<file path="src/rtl/core/msc_pkg.sv">
// Shared constants, types and arithmetic helpers for the magnetometer sphere calibrator.
`timescale 1ns / 1ps

package msc_pkg;

    // Fixed-point format of the field, center and radius values.
    localparam int FRAC_BITS   = 16;
    localparam int FIELD_W     = 32;
    localparam int RES_W       = 48;
    localparam int GAIN_W      = 32;
    localparam int LIMIT_W     = 47;
    localparam int SQ_W        = 2 * FIELD_W;
    localparam int FG_W        = RES_W + GAIN_W;
    localparam int ACC_W       = FG_W + FIELD_W;
    localparam int STEP_SHIFT  = 38 + FRAC_BITS;
    localparam int Q_W         = ACC_W - STEP_SHIFT;
    localparam int STEP_CAP_W  = 41;
    localparam int DELTA_W     = STEP_CAP_W + 1;

    // Configuration port.
    localparam int CFG_INDEX_W = 1;
    localparam int CFG_DATA_W  = LIMIT_W;
    localparam logic [CFG_INDEX_W-1:0] CFG_GAIN  = 1'b0;
    localparam logic [CFG_INDEX_W-1:0] CFG_LIMIT = 1'b1;

    // Item kinds; the unused code behaves like a plain correction.
    localparam logic [1:0] KIND_CORRECT   = 2'd0;
    localparam logic [1:0] KIND_CALIBRATE = 2'd1;
    localparam logic [1:0] KIND_RESET     = 2'd2;

    // Partial-product chunk selects for the step multiplication.
    localparam logic [1:0] STEP_LO  = 2'd0;
    localparam logic [1:0] STEP_MID = 2'd1;
    localparam logic [1:0] STEP_HI  = 2'd2;

    // Reset values of the calibration state and limit register; step and residual caps.
    localparam logic signed [FIELD_W-1:0] RADIUS_INIT = FIELD_W'(10 << FRAC_BITS);
    localparam logic [LIMIT_W-1:0]        LIMIT_INIT  = {LIMIT_W{1'b1}};
    localparam logic [Q_W-1:0]            STEP_CAP    = Q_W'(1) << (STEP_CAP_W - 1);
    localparam logic signed [SQ_W:0]      RES_MAX     = (SQ_W + 1)'((65'sd1 <<< 47) - 65'sd1);

    // Controls sent from the sequencer to each lane.
    typedef struct packed {
        logic       sq_en;
        logic       step_en;
        logic [1:0] step_idx;
    } lane_ctrl_t;

    // Controls sent from the sequencer to the merge stage.
    typedef struct packed {
        logic sum_en;
        logic resid_en;
        logic fg_en;
        logic fg_hi;
    } merge_ctrl_t;

    // Saturate a wide signed value to the 32-bit field range.
    function automatic logic signed [FIELD_W-1:0] sat32(input logic signed [63:0] v);
        logic signed [FIELD_W-1:0] r;
        if (v > 64'sd2147483647)
        begin
            r = {1'b0, {(FIELD_W-1){1'b1}}};
        end
        else if (v < -64'sd2147483648)
        begin
            r = {1'b1, {(FIELD_W-1){1'b0}}};
        end
        else
        begin
            r = v[FIELD_W-1:0];
        end
        return r;
    endfunction

    // Scale a raw sample to microtesla and remove the hard-iron center.
    function automatic logic signed [FIELD_W-1:0] correct_axis(
        input logic signed [15:0]         raw,
        input logic signed [FIELD_W-1:0]  center
    );
        logic signed [63:0]        scaled;
        logic signed [FIELD_W-1:0] scaled_sat;
        logic signed [63:0]        diff;
        scaled     = 64'(raw) <<< (FRAC_BITS - 4);
        scaled_sat = sat32(scaled);
        diff       = 64'(scaled_sat) - 64'(center);
        return sat32(diff);
    endfunction

endpackage

</file>
<file path="src/rtl/core/msc_lane.sv">
// One calibration lane: squares its operand and forms its LMS update step.
`timescale 1ns / 1ps

module msc_lane (
    input  logic                               clk,
    input  msc_pkg::lane_ctrl_t                ctrl,
    input  logic signed [msc_pkg::FIELD_W-1:0] operand,
    input  logic signed [msc_pkg::FIELD_W-1:0] old_value,
    input  logic [msc_pkg::FG_W-1:0]           fg,
    input  logic                               f_neg,
    output logic [msc_pkg::SQ_W-1:0]           square,
    output logic signed [msc_pkg::FIELD_W-1:0] new_value
);
    import msc_pkg::*;

    logic [FIELD_W-1:0]          op_mag;
    logic [FIELD_W-1:0]          chunk;
    logic [FIELD_W-1:0]          mul_a;
    logic [SQ_W-1:0]             prod;
    logic [SQ_W-1:0]             sq_reg;
    logic [ACC_W-1:0]            acc_reg;
    logic [Q_W-1:0]              q;
    logic [STEP_CAP_W-1:0]       q_cap;
    logic signed [DELTA_W-1:0]   delta;
    logic                        neg;

    // Magnitude of the operand; the most negative value maps to 2^31.
    assign op_mag = operand[FIELD_W-1] ? (~operand + 1'b1) : operand;

    // Select the 32-bit slice of the gain-residual product for this step.
    always_comb
    begin
        unique case (ctrl.step_idx)
            STEP_LO:  chunk = fg[31:0];
            STEP_MID: chunk = fg[63:32];
            STEP_HI:  chunk = FIELD_W'(fg[FG_W-1:64]);
            default:  chunk = '0;
        endcase
    end

    // The lane multiplier serves the square first and then the step products.
    assign mul_a = ctrl.sq_en ? op_mag : chunk;
    assign prod  = mul_a * op_mag;

    // Square and step accumulator.
    always_ff @(posedge clk)
    begin
        if (ctrl.sq_en)
        begin
            sq_reg <= prod;
        end
        if (ctrl.step_en)
        begin
            unique case (ctrl.step_idx)
                STEP_LO:  acc_reg <= ACC_W'(prod);
                STEP_MID: acc_reg <= acc_reg + {16'b0, prod, 32'b0};
                STEP_HI:  acc_reg <= acc_reg + {prod[ACC_W-65:0], 64'b0};
                default:  acc_reg <= acc_reg;
            endcase
        end
    end

    assign square = sq_reg;

    // Truncate the step, cap its magnitude and apply it with saturation.
    assign q     = acc_reg[ACC_W-1:STEP_SHIFT];
    assign q_cap = (q > STEP_CAP) ? STEP_CAP[STEP_CAP_W-1:0] : q[STEP_CAP_W-1:0];
    assign neg   = f_neg ^ operand[FIELD_W-1];
    assign delta = neg ? -$signed({1'b0, q_cap}) : $signed({1'b0, q_cap});

    assign new_value = sat32(64'(old_value) + 64'(delta));

endmodule

</file>
<file path="config.mk">
export PLATFORM = sky130hd
export DESIGN_NAME = msc_lane
export DESIGN_NICKNAME = d
export VERILOG_FILES = /design/src/rtl/core/msc_pkg.sv /design/src/rtl/core/msc_lane.sv
export SDC_FILE = /design/constraint.sdc
export NUM_CORES = 2
export LEC_CHECK = 0
export BUFFER_PORTS_ARGS = -buffer_cell sky130_fd_sc_hd__clkbuf_2
export CAP_MARGIN = 0
export CORE_MARGIN = 1.5
export CORE_UTILIZATION = 39
export CTS_CLUSTER_SIZE = 8
export DETAILED_ROUTE_END_ITERATION = 8
export PLACE_DENSITY_LB_ADDON = 0.1
export SLEW_MARGIN = 40
export SYNTH_ARGS = -nofsm -noshare
export SYNTH_HDL_FRONTEND = slang
export SYNTH_SLANG_ARGS = --single-unit
</file>
<file path="constraint.sdc">
create_clock -name clk -period 18.15 [get_ports clk]
set_input_delay 0.9075 -clock clk [delete_from_list [all_inputs] [get_ports clk]]
set_output_delay 0.9075 -clock clk [all_outputs]
set_load 0.01 [all_outputs]
</file>
==> impl_metrics.ini <==
[die]
dieHeight_um = 356
initial_core_util_pct = 39.4
num_io_pins = 246
core-area_mm2 = 0.124
dieArea_mm2 = 0.127
die_x_um = 356
fp-row-count = 129

[synth]
yosysUniqueCellTypes = 90
ys_seq_area_share_pct = 8.88
synth.most_common_cell = inv_1
synth_top_area_share_pct = 36.9
yosys-top-cells-area = fa_1, ha_1, edfxtp_1
synth_seq_cells = 144
synthXorXnorAreaFrac_pct = 5.29
yosys_warnings = 0
synthCells = 5724
synth_compound_area_share_pct = 13.0
syn_area_mm2 = 0.0487
ys_top_cells_by_count = inv_1, fa_1, nor2_1
synth_async_sr_flop_share_pct = 0
synthAdderAreaFrac_pct = 48.0
yosysTopAreaCell = fa_1
synth_top_family_by_area = adder cells
synth-simple-area-share_pct = 15.3
muxShareOfSynthArea_pct = 0.0411
ys.flop_type = edfxtp_1
post_synth.cell_area_avg_um2 = 8.51
synth-edff-count = 144
syn-num-nets = 7204

[clock_network]
cts_tree = done
cts.clk_slew.worst_paths_ns = 0.07
cts_sinks = 144
cts_root_buffer = clkbuf_16
cts_max_path_buffers = 2
cts_resized = 0
postCtsSetupBuffers = 0
clock_latency_ns = 0.48
htree_levels = 4
cts_hold_buf = 0
cts_made_buffers = 17

[placement]
hpwl_mm = 161
numPortBuffers = 245
place_congestion = 0.972

[status]
violations = design-rule violations
outcome = finished with violations

[critical_path]
worst-setup-path-type = in2reg
arrival_ns = 15.94
rr_worst_depth = 15
max_stage_delay_ns = 0.63
cp.required_ns = 18.35
cp-end-kind = flop
critPathMaxFanout = 18
crit_slowest_cell = fa_1
path_common_cell = fa_1
start_kind = input pin

[hold_path]
hold_class = reg2reg
hold-path-cell-count = 3

[sta]
skew_ns = 0.0136
worst_pin_slew_ns = 0.925
finalSetupTns_ns = 0
finalCritPeriodShare_pct = 86.7
final-hold-violation-count = 0
max_freq_mhz = 63.5
post-route-min-period_ns = 15.74
setup_viol = 0
drv_slew = 0
rsz0062_at_grt = false
relSlewSlack_pct = 38.1

[final_layout]
largest_reg_flops = 80
syn2layout_area_growth_pct = 10.1
layout.nets = 7384
drive_gt1_share_pct = 9.72

[detailed_routing]
wl_per_cell_um = 26.1
drc_errors = 33
routed_wl_mm = 197
dr.pass1.iters = 9
drt_iter0_drc = 3522
viasPerCell = 5.64
vias = 42600
antenna_left = 0

[grt]
grt_antenna_before_repair = 17
grt_pass1_vias = 42800
grt_pass1_wl_mm = 287
gr-usage-all-layers_pct = 31.1
gr-total-overflow = 0
grt_start_max_net_pins = 51

[job]
drv_cap = 0
==> stage by stage <==
step | std cells | cell area [um2] | hold slack [ns] | setup slack [ns] | utilization, %
floorplan | 5724 | 48700 | 0.683 | 4.73 | -
global placement | 7512 | 52700 | 0.723 | 1.75 | 42.6
detailed placement | 7522 | 53000 | 0.754 | 2.08 | 42.8
CTS | 7553 | 53600 | 0.770 | 2.54 | 43.3
global route | 7553 | 53600 | 0.815 | 1.85 | 43.3
finish | 7560 | 53600 | 0.771 | 2.41 | 43.3
==> metal layers <==
layer  GRT usage, %  share of wire [%]  up-vias
met3           6.74                9.0      270
met1           43.7                 43    21900
li1               -                  -    18700
met5              0              0.027        -
met4           9.06                3.3        8
met2           47.9                 44     1727
==> kinds of logic (layout without fill, tap and decap cells) <==
kind of cell | count (synthesis) | after routing
AND/OR/NAND/NOR | 1765 | 1765
adder cells (fa/ha/maj) | 1330 | 1330
buffers and inverters | 1210 | 1402
AO/OA/AOI/OAI | 979 | 979
XOR/XNOR | 294 | 294
flip-flops | 144 | 144
multiplexers | 2 | 2
other | 0 | 7
==> layout make-up <==
class | count | area [um2]
diodes | 7 | 17.5
clock buffers | 17 | 425
clock inverters | 14 | 205
fillers | 12500 | 70200
inverters | 946 | 3550
multi-input cells | 4370 | 40500
flip-flops and latches | 144 | 4320
well taps | 1637 | 2050
repair buffers | 425 | 2600
==> cell usage in the layout, fill, tap and decap left out, types with 28 or more instances in the layout <==
cell type,instances
xor2_1,101
nand2_1,639
inv_1,944
nor3_1,52
o21ai_0,179
a21o_1,121
ha_1,428
xnor2_1,150
o21a_1,34
fa_1,899
a21oi_1,259
o21bai_1,46
nand2b_1,30
edfxtp_1,144
nor2_1,775
and2_1,28
nand4_1,44
clkbuf_2,244
a31oi_1,30
buf_4,171
nand3_1,67
o22ai_1,38
==> path summary, 6_finish.rpt <==
kind	endpoint	from	slack, ns
hold reg to reg	acc_reg[32]$_DFFE_PP_	acc_reg[32]$_DFFE_PP_	0.77
setup / recovery	acc_reg[102]$_DFFE_PP_	operand[5]	2.41
setup reg to reg	acc_reg[106]$_DFFE_PP_	acc_reg[64]$_DFFE_PP_	13.23
hold / removal	acc_reg[32]$_DFFE_PP_	acc_reg[32]$_DFFE_PP_	0.77
==> worst max-delay path, delay by kind of cell <==
kind | cells | cell delay (ns)
adders and majority gates | 10 | 5.11
and+or+nand+nor | 13 | 4.60
AOI/OAI and AO/OA | 15 | 3.56
xor gates and xnor gates | 3 | 0.93
buffers and inverters | 5 | 0.75
Power is not shown: default switching activity piles up to over one toggle a cycle in this logic, so the estimate is an artifact.
