`src/rtl/core/msc_pkg.sv`:
```
// Shared constants, types and arithmetic helpers for the magnetometer sphere calibrator.
`timescale 1ns / 1ps

package msc_pkg;

    // Fixed-point format of the field, center and radius values.
    localparam int FRAC_BITS   = 16;
    localparam int FIELD_W     = 32;
    localparam int RES_W       = 48;
    localparam int GAIN_W      = 32;
    localparam int LIMIT_W     = 47;
    localparam int SQ_W        = 2 * FIELD_W;
    localparam int FG_W        = RES_W + GAIN_W;
    localparam int ACC_W       = FG_W + FIELD_W;
    localparam int STEP_SHIFT  = 38 + FRAC_BITS;
    localparam int Q_W         = ACC_W - STEP_SHIFT;
    localparam int STEP_CAP_W  = 41;
    localparam int DELTA_W     = STEP_CAP_W + 1;

    // Configuration port.
    localparam int CFG_INDEX_W = 1;
    localparam int CFG_DATA_W  = LIMIT_W;
    localparam logic [CFG_INDEX_W-1:0] CFG_GAIN  = 1'b0;
    localparam logic [CFG_INDEX_W-1:0] CFG_LIMIT = 1'b1;

    // Item kinds; the unused code behaves like a plain correction.
    localparam logic [1:0] KIND_CORRECT   = 2'd0;
    localparam logic [1:0] KIND_CALIBRATE = 2'd1;
    localparam logic [1:0] KIND_RESET     = 2'd2;

    // Partial-product chunk selects for the step multiplication.
    localparam logic [1:0] STEP_LO  = 2'd0;
    localparam logic [1:0] STEP_MID = 2'd1;
    localparam logic [1:0] STEP_HI  = 2'd2;

    // Reset values of the calibration state and limit register; step and residual caps.
    localparam logic signed [FIELD_W-1:0] RADIUS_INIT = FIELD_W'(10 << FRAC_BITS);
    localparam logic [LIMIT_W-1:0]        LIMIT_INIT  = {LIMIT_W{1'b1}};
    localparam logic [Q_W-1:0]            STEP_CAP    = Q_W'(1) << (STEP_CAP_W - 1);
    localparam logic signed [SQ_W:0]      RES_MAX     = (SQ_W + 1)'((65'sd1 <<< 47) - 65'sd1);

    // Controls sent from the sequencer to each lane.
    typedef struct packed {
        logic       sq_en;
        logic       step_en;
        logic [1:0] step_idx;
    } lane_ctrl_t;

    // Controls sent from the sequencer to the merge stage.
    typedef struct packed {
        logic sum_en;
        logic resid_en;
        logic fg_en;
        logic fg_hi;
    } merge_ctrl_t;

    // Saturate a wide signed value to the 32-bit field range.
    function automatic logic signed [FIELD_W-1:0] sat32(input logic signed [63:0] v);
        logic signed [FIELD_W-1:0] r;
        if (v > 64'sd2147483647)
        begin
            r = {1'b0, {(FIELD_W-1){1'b1}}};
        end
        else if (v < -64'sd2147483648)
        begin
            r = {1'b1, {(FIELD_W-1){1'b0}}};
        end
        else
        begin
            r = v[FIELD_W-1:0];
        end
        return r;
    endfunction

    // Scale a raw sample to microtesla and remove the hard-iron center.
    function automatic logic signed [FIELD_W-1:0] correct_axis(
        input logic signed [15:0]         raw,
        input logic signed [FIELD_W-1:0]  center
    );
        logic signed [63:0]        scaled;
        logic signed [FIELD_W-1:0] scaled_sat;
        logic signed [63:0]        diff;
        scaled     = 64'(raw) <<< (FRAC_BITS - 4);
        scaled_sat = sat32(scaled);
        diff       = 64'(scaled_sat) - 64'(center);
        return sat32(diff);
    endfunction

endpackage

```
`src/rtl/core/msc_merge.sv`:
```
// Merge stage: sums the lane squares into the residual and forms gain times residual.
`timescale 1ns / 1ps

module msc_merge (
    input  logic                               clk,
    input  msc_pkg::merge_ctrl_t               ctrl,
    input  logic [msc_pkg::SQ_W-1:0]           sq_x,
    input  logic [msc_pkg::SQ_W-1:0]           sq_y,
    input  logic [msc_pkg::SQ_W-1:0]           sq_z,
    input  logic [msc_pkg::SQ_W-1:0]           sq_r,
    input  logic [msc_pkg::GAIN_W-1:0]         gain,
    input  logic [msc_pkg::LIMIT_W-1:0]        limit,
    output logic signed [msc_pkg::RES_W-1:0]   residual,
    output logic                               over,
    output logic [msc_pkg::FG_W-1:0]           fg
);
    import msc_pkg::*;

    logic [SQ_W-1:0]          sumsq_reg;
    logic [SQ_W-1:0]          r2_reg;
    logic signed [SQ_W:0]     diff;
    logic signed [SQ_W:0]     shifted;
    logic signed [RES_W-1:0]  f_next;
    logic signed [RES_W-1:0]  f_reg;
    logic [RES_W-1:0]         fa;
    logic [GAIN_W-1:0]        mul_a;
    logic [SQ_W-1:0]          prod;
    logic [FG_W-1:0]          fg_reg;

    // Residual: floor of (|m|^2 - r^2) / 2^FRAC_BITS, capped at the top.
    assign diff    = $signed({1'b0, sumsq_reg}) - $signed({1'b0, r2_reg});
    assign shifted = diff >>> FRAC_BITS;
    assign f_next  = (shifted > RES_MAX) ? RES_MAX[RES_W-1:0] : shifted[RES_W-1:0];

    // Residual magnitude split into a low word and a high half-word.
    assign fa    = f_reg[RES_W-1] ? (~f_reg + 1'b1) : f_reg;
    assign mul_a = ctrl.fg_hi ? GAIN_W'(fa[RES_W-1:32]) : fa[31:0];
    assign prod  = mul_a * gain;

    always_ff @(posedge clk)
    begin
        if (ctrl.sum_en)
        begin
            sumsq_reg <= sq_x + sq_y + sq_z;
            r2_reg    <= sq_r;
        end
        if (ctrl.resid_en)
        begin
            f_reg <= f_next;
        end
        if (ctrl.fg_en)
        begin
            if (ctrl.fg_hi)
            begin
                fg_reg <= fg_reg + {prod[FG_W-33:0], 32'b0};
            end
            else
            begin
                fg_reg <= FG_W'(prod);
            end
        end
    end

    // A positive residual above the limit triggers a calibration reset.
    assign over     = !f_reg[RES_W-1] && (f_reg[LIMIT_W-1:0] > limit);
    assign residual = f_reg;
    assign fg       = fg_reg;

endmodule

```
`config.mk`:
```
export PLATFORM = sky130hd
export DESIGN_NAME = msc_merge
export DESIGN_NICKNAME = d
export VERILOG_FILES = /design/src/rtl/core/msc_pkg.sv /design/src/rtl/core/msc_merge.sv
export SDC_FILE = /design/constraint.sdc
export NUM_CORES = 2
export LEC_CHECK = 0
export ABC_AREA = 1
export BUFFER_PORTS_ARGS = -buffer_cell sky130_fd_sc_hd__buf_4
export CORE_MARGIN = 2
export CORE_UTILIZATION = 40
export CTS_CLUSTER_SIZE = 16
export DETAILED_ROUTE_END_ITERATION = 12
export HOLD_SLACK_MARGIN = 0.02
export PLACE_DENSITY = 0.54
export SETUP_SLACK_MARGIN = 0.2
export SLEW_MARGIN = 25
export SYNTH_ARGS = -nofsm -noshare
export SYNTH_HDL_FRONTEND = slang
export SYNTH_SLANG_ARGS = --single-unit
```
`constraint.sdc`:
```
create_clock -name clk -period 20 [get_ports clk]
set_input_delay 3 -clock clk [delete_from_list [all_inputs] [get_ports clk]]
set_output_delay 3 -clock clk [all_outputs]
set_load 0.01 [all_outputs]
```
==> qor.txt <==
Run status -> finished clean
Largest delay share family, worst path -> adder cells
Crit-path max cell delay -> 730 ps
DRC violation count after routing -> 0
Detailed Route WL -> 232000 um
Final cycle utilization of the critical path -> 68.5%
Width of the chip -> 386 um
Post-synthesis instance area -> 0.0584 mm2
First-pass GRT wire length -> 347000 um
Number of distinct library cells after synthesis -> 55
Number of enable flip-flop cells after synthesis -> 256
Quantity of I/O buffers inserted on ports -> 468
Initial DRC count -> 4567
Gate Count Post-Synth -> 7628
Worst-case headroom to the max-slew limit -> 27.0%
Type of the worst min-delay path -> register to register
Most frequent cells after synthesis -> inv_1 (1677), nand2_1 (1651), nor2_1 (965), fa_1 (961), ha_1 (483)
Endpoint class of the critical path -> register
Highest clock rate -> 72.9 MHz
Number of endpoints with negative hold slack in the final report -> 0
Unrepaired setup endpoints after global routing -> false
Number of global-route vias before repair -> 53.7k
Post-place setup slack -> 5850 ps
Antenna cells -> 0
Total number of clock tree sinks -> 256
Average wire per standard cell -> 23.4 um
FFs w/ async S/R, synth -> 0%
Total Die Area -> 0.149 mm2
YS warnings -> 0
Post-synthesis average cell area -> 7.66 um2
Final count of negative-setup-slack endpoints -> 0
Maximum fanout encountered on the critical timing path -> 41
Share of post-route cells with drive strength above 1 -> 8.57%
Antenna violations before repair -> 3
Crit path launch type -> input pin
Synthesis-to-finish area growth -> 10.8%
DP HPWL -> 194000 um
Final setup TNS -> 0 ps
Most common flop cell mapped by yosys -> edfxtp_1
# H-tree levels -> 1
Top-level port count -> 469
Inserted Clock Buffers -> 27
Clock root buffer master -> clkbuf_16
Top post-synthesis cells by area -> fa_1 (33%), edfxtp_1 (13%), inv_1 (11%)
Max cap viols -> 0
CTS tree -> built
Pin count of the biggest net entering global routing -> 76
Die H -> 386 um
Clock latency on the worst-skew pair -> 590 ps
Number of routed nets with antenna violations -> 0
Standard-cell rows -> 140
Overflow left after global routing -> 0
Post-CTS clock slew at the launch and capture registers of the worst setup and hold paths -> 60 ps
Final non-filler cell area -> 0.0648 mm2
Min cycle time layout -> 13710 ps
Cts-stage hold buffer count -> 0
Net count after synthesis -> 9412
Placement Cell Area -> 0.0639 mm2
Number of vias after detailed routing -> 52.2k
Required time of the critical path -> 20340 ps
Via/cell ratio -> 5.27
Most frequent cell after synthesis -> inv_1
Number of flip-flops in the largest register -> 80
PostCTS Resize Cnt -> 0
Final Wtd Congestion -> 1.01
Worst Path Arrival -> 14050 ps
Most used cell, CP -> inv_1
CORE AREA -> 0.145 mm2
Number of buffers between clock root and the deepest sink -> 3
Worst Path Buf+Inv -> 14
Critical path's slowest cell -> inv_1
Post-layout net count -> 9760
Slew @ Worst Pin -> 1090 ps
TritonRoute pass-1 iters -> 8
Part of the Yosys area used for sequential elements -> 13.2%
Largest area contributor in the netlist -> fa_1
Total global-route track usage -> 31.4%
Flop and latch count out of synthesis -> 256
Max-slew violation count -> 0
Number of setup buffers added after CTS -> 0
Effective utilization at floorplan -> 40.2%
Yosys top cell area share -> 32.9%
Final worst clock skew -> 16.6 ps
Least setup slack across all paths after layout -> 6290 ps
Setup CP Type -> input pin to register
-- layout make-up --
class / instances / area (um2)
fill: 15100 / 80600
clock buffer: 33 / 698
inverter: 1714 / 6440
multi-input combinational: 5456 / 43500
timing repair buffer: 521 / 3920
tap: 1917 / 2400
sequential: 256 / 7690
clock inverter: 15 / 171
-- worst paths after layout --
| path | start | end | slack, ps | cells after the start |
|---|---|---|---|---|
| worst max-delay path | ctrl[0] | fg[70] | 6290 | 42 |
| worst min-delay path | fg[33] | fg[33] | 810 | 3 |
| worst max register to register | residual[0] | fg[70] | 7170 | 45 |
| worst min register to register | fg[33] | fg[33] | 810 | 3 |
-- logic make-up after synthesis --
logic type / after synthesis / synth area share (%)
AO/OA/AOI/OAI: 806 / 7.52
XOR/XNOR: 147 / 2.22
adder cells (fa/ha/maj): 1444 / 43.3
buffers and inverters: 1916 / 12.5
flip-flops: 256 / 13.2
AND/OR/NAND/NOR: 3059 / 21.3
-- layer usage --
layer	track usage (%)	up-vias	wire [um]
met4	12.1	6	10600
met5	0	-	34
met1	43.4	25700	99900
met2	50.0	2165	104000
li1	-	23900	-
met3	4.44	375	17700
-- per-stage QoR --
stage          cells  hold WS, ps  util, %
2_1_floorplan   7628          709        -
3_3_place_gp    9863          781     43.9
3_5_place_dp    9863          790     43.9
4_1_cts         9911          812     44.5
5_1_grt         9912          892     44.5
6_report        9912          807     44.5
-- worst register-to-register path, delay by kind of cell, from the launching register on --
kind,cells,cell delay [ps]
buffers and inverters,10,1420
AOI/OAI and AO/OA,12,3310
and+or+nand+nor,11,2340
adders and majority gates,11,4570
DFF,1,540
xor gates and xnor gates,1,400
-- layout by cell type, fill, tap and decap left out, types with 22 or more instances in the layout --
cell type / n
nand2_1: 1651
nand2_2: 47
inv_1: 1677
xnor2_1: 58
nand3_1: 180
nor2_1: 964
xor2_1: 88
o21ai_0: 240
nand4_1: 66
ha_1: 483
nor3_1: 40
nand3b_1: 22
nor4_1: 28
a21oi_1: 395
edfxtp_1: 256
a31oi_1: 57
buf_4: 520
fa_1: 961
clkbuf_16: 27
Power is left out: the tool's default activity adds up to more than one toggle a clock period on the data nets, which glitch-free logic cannot reach.
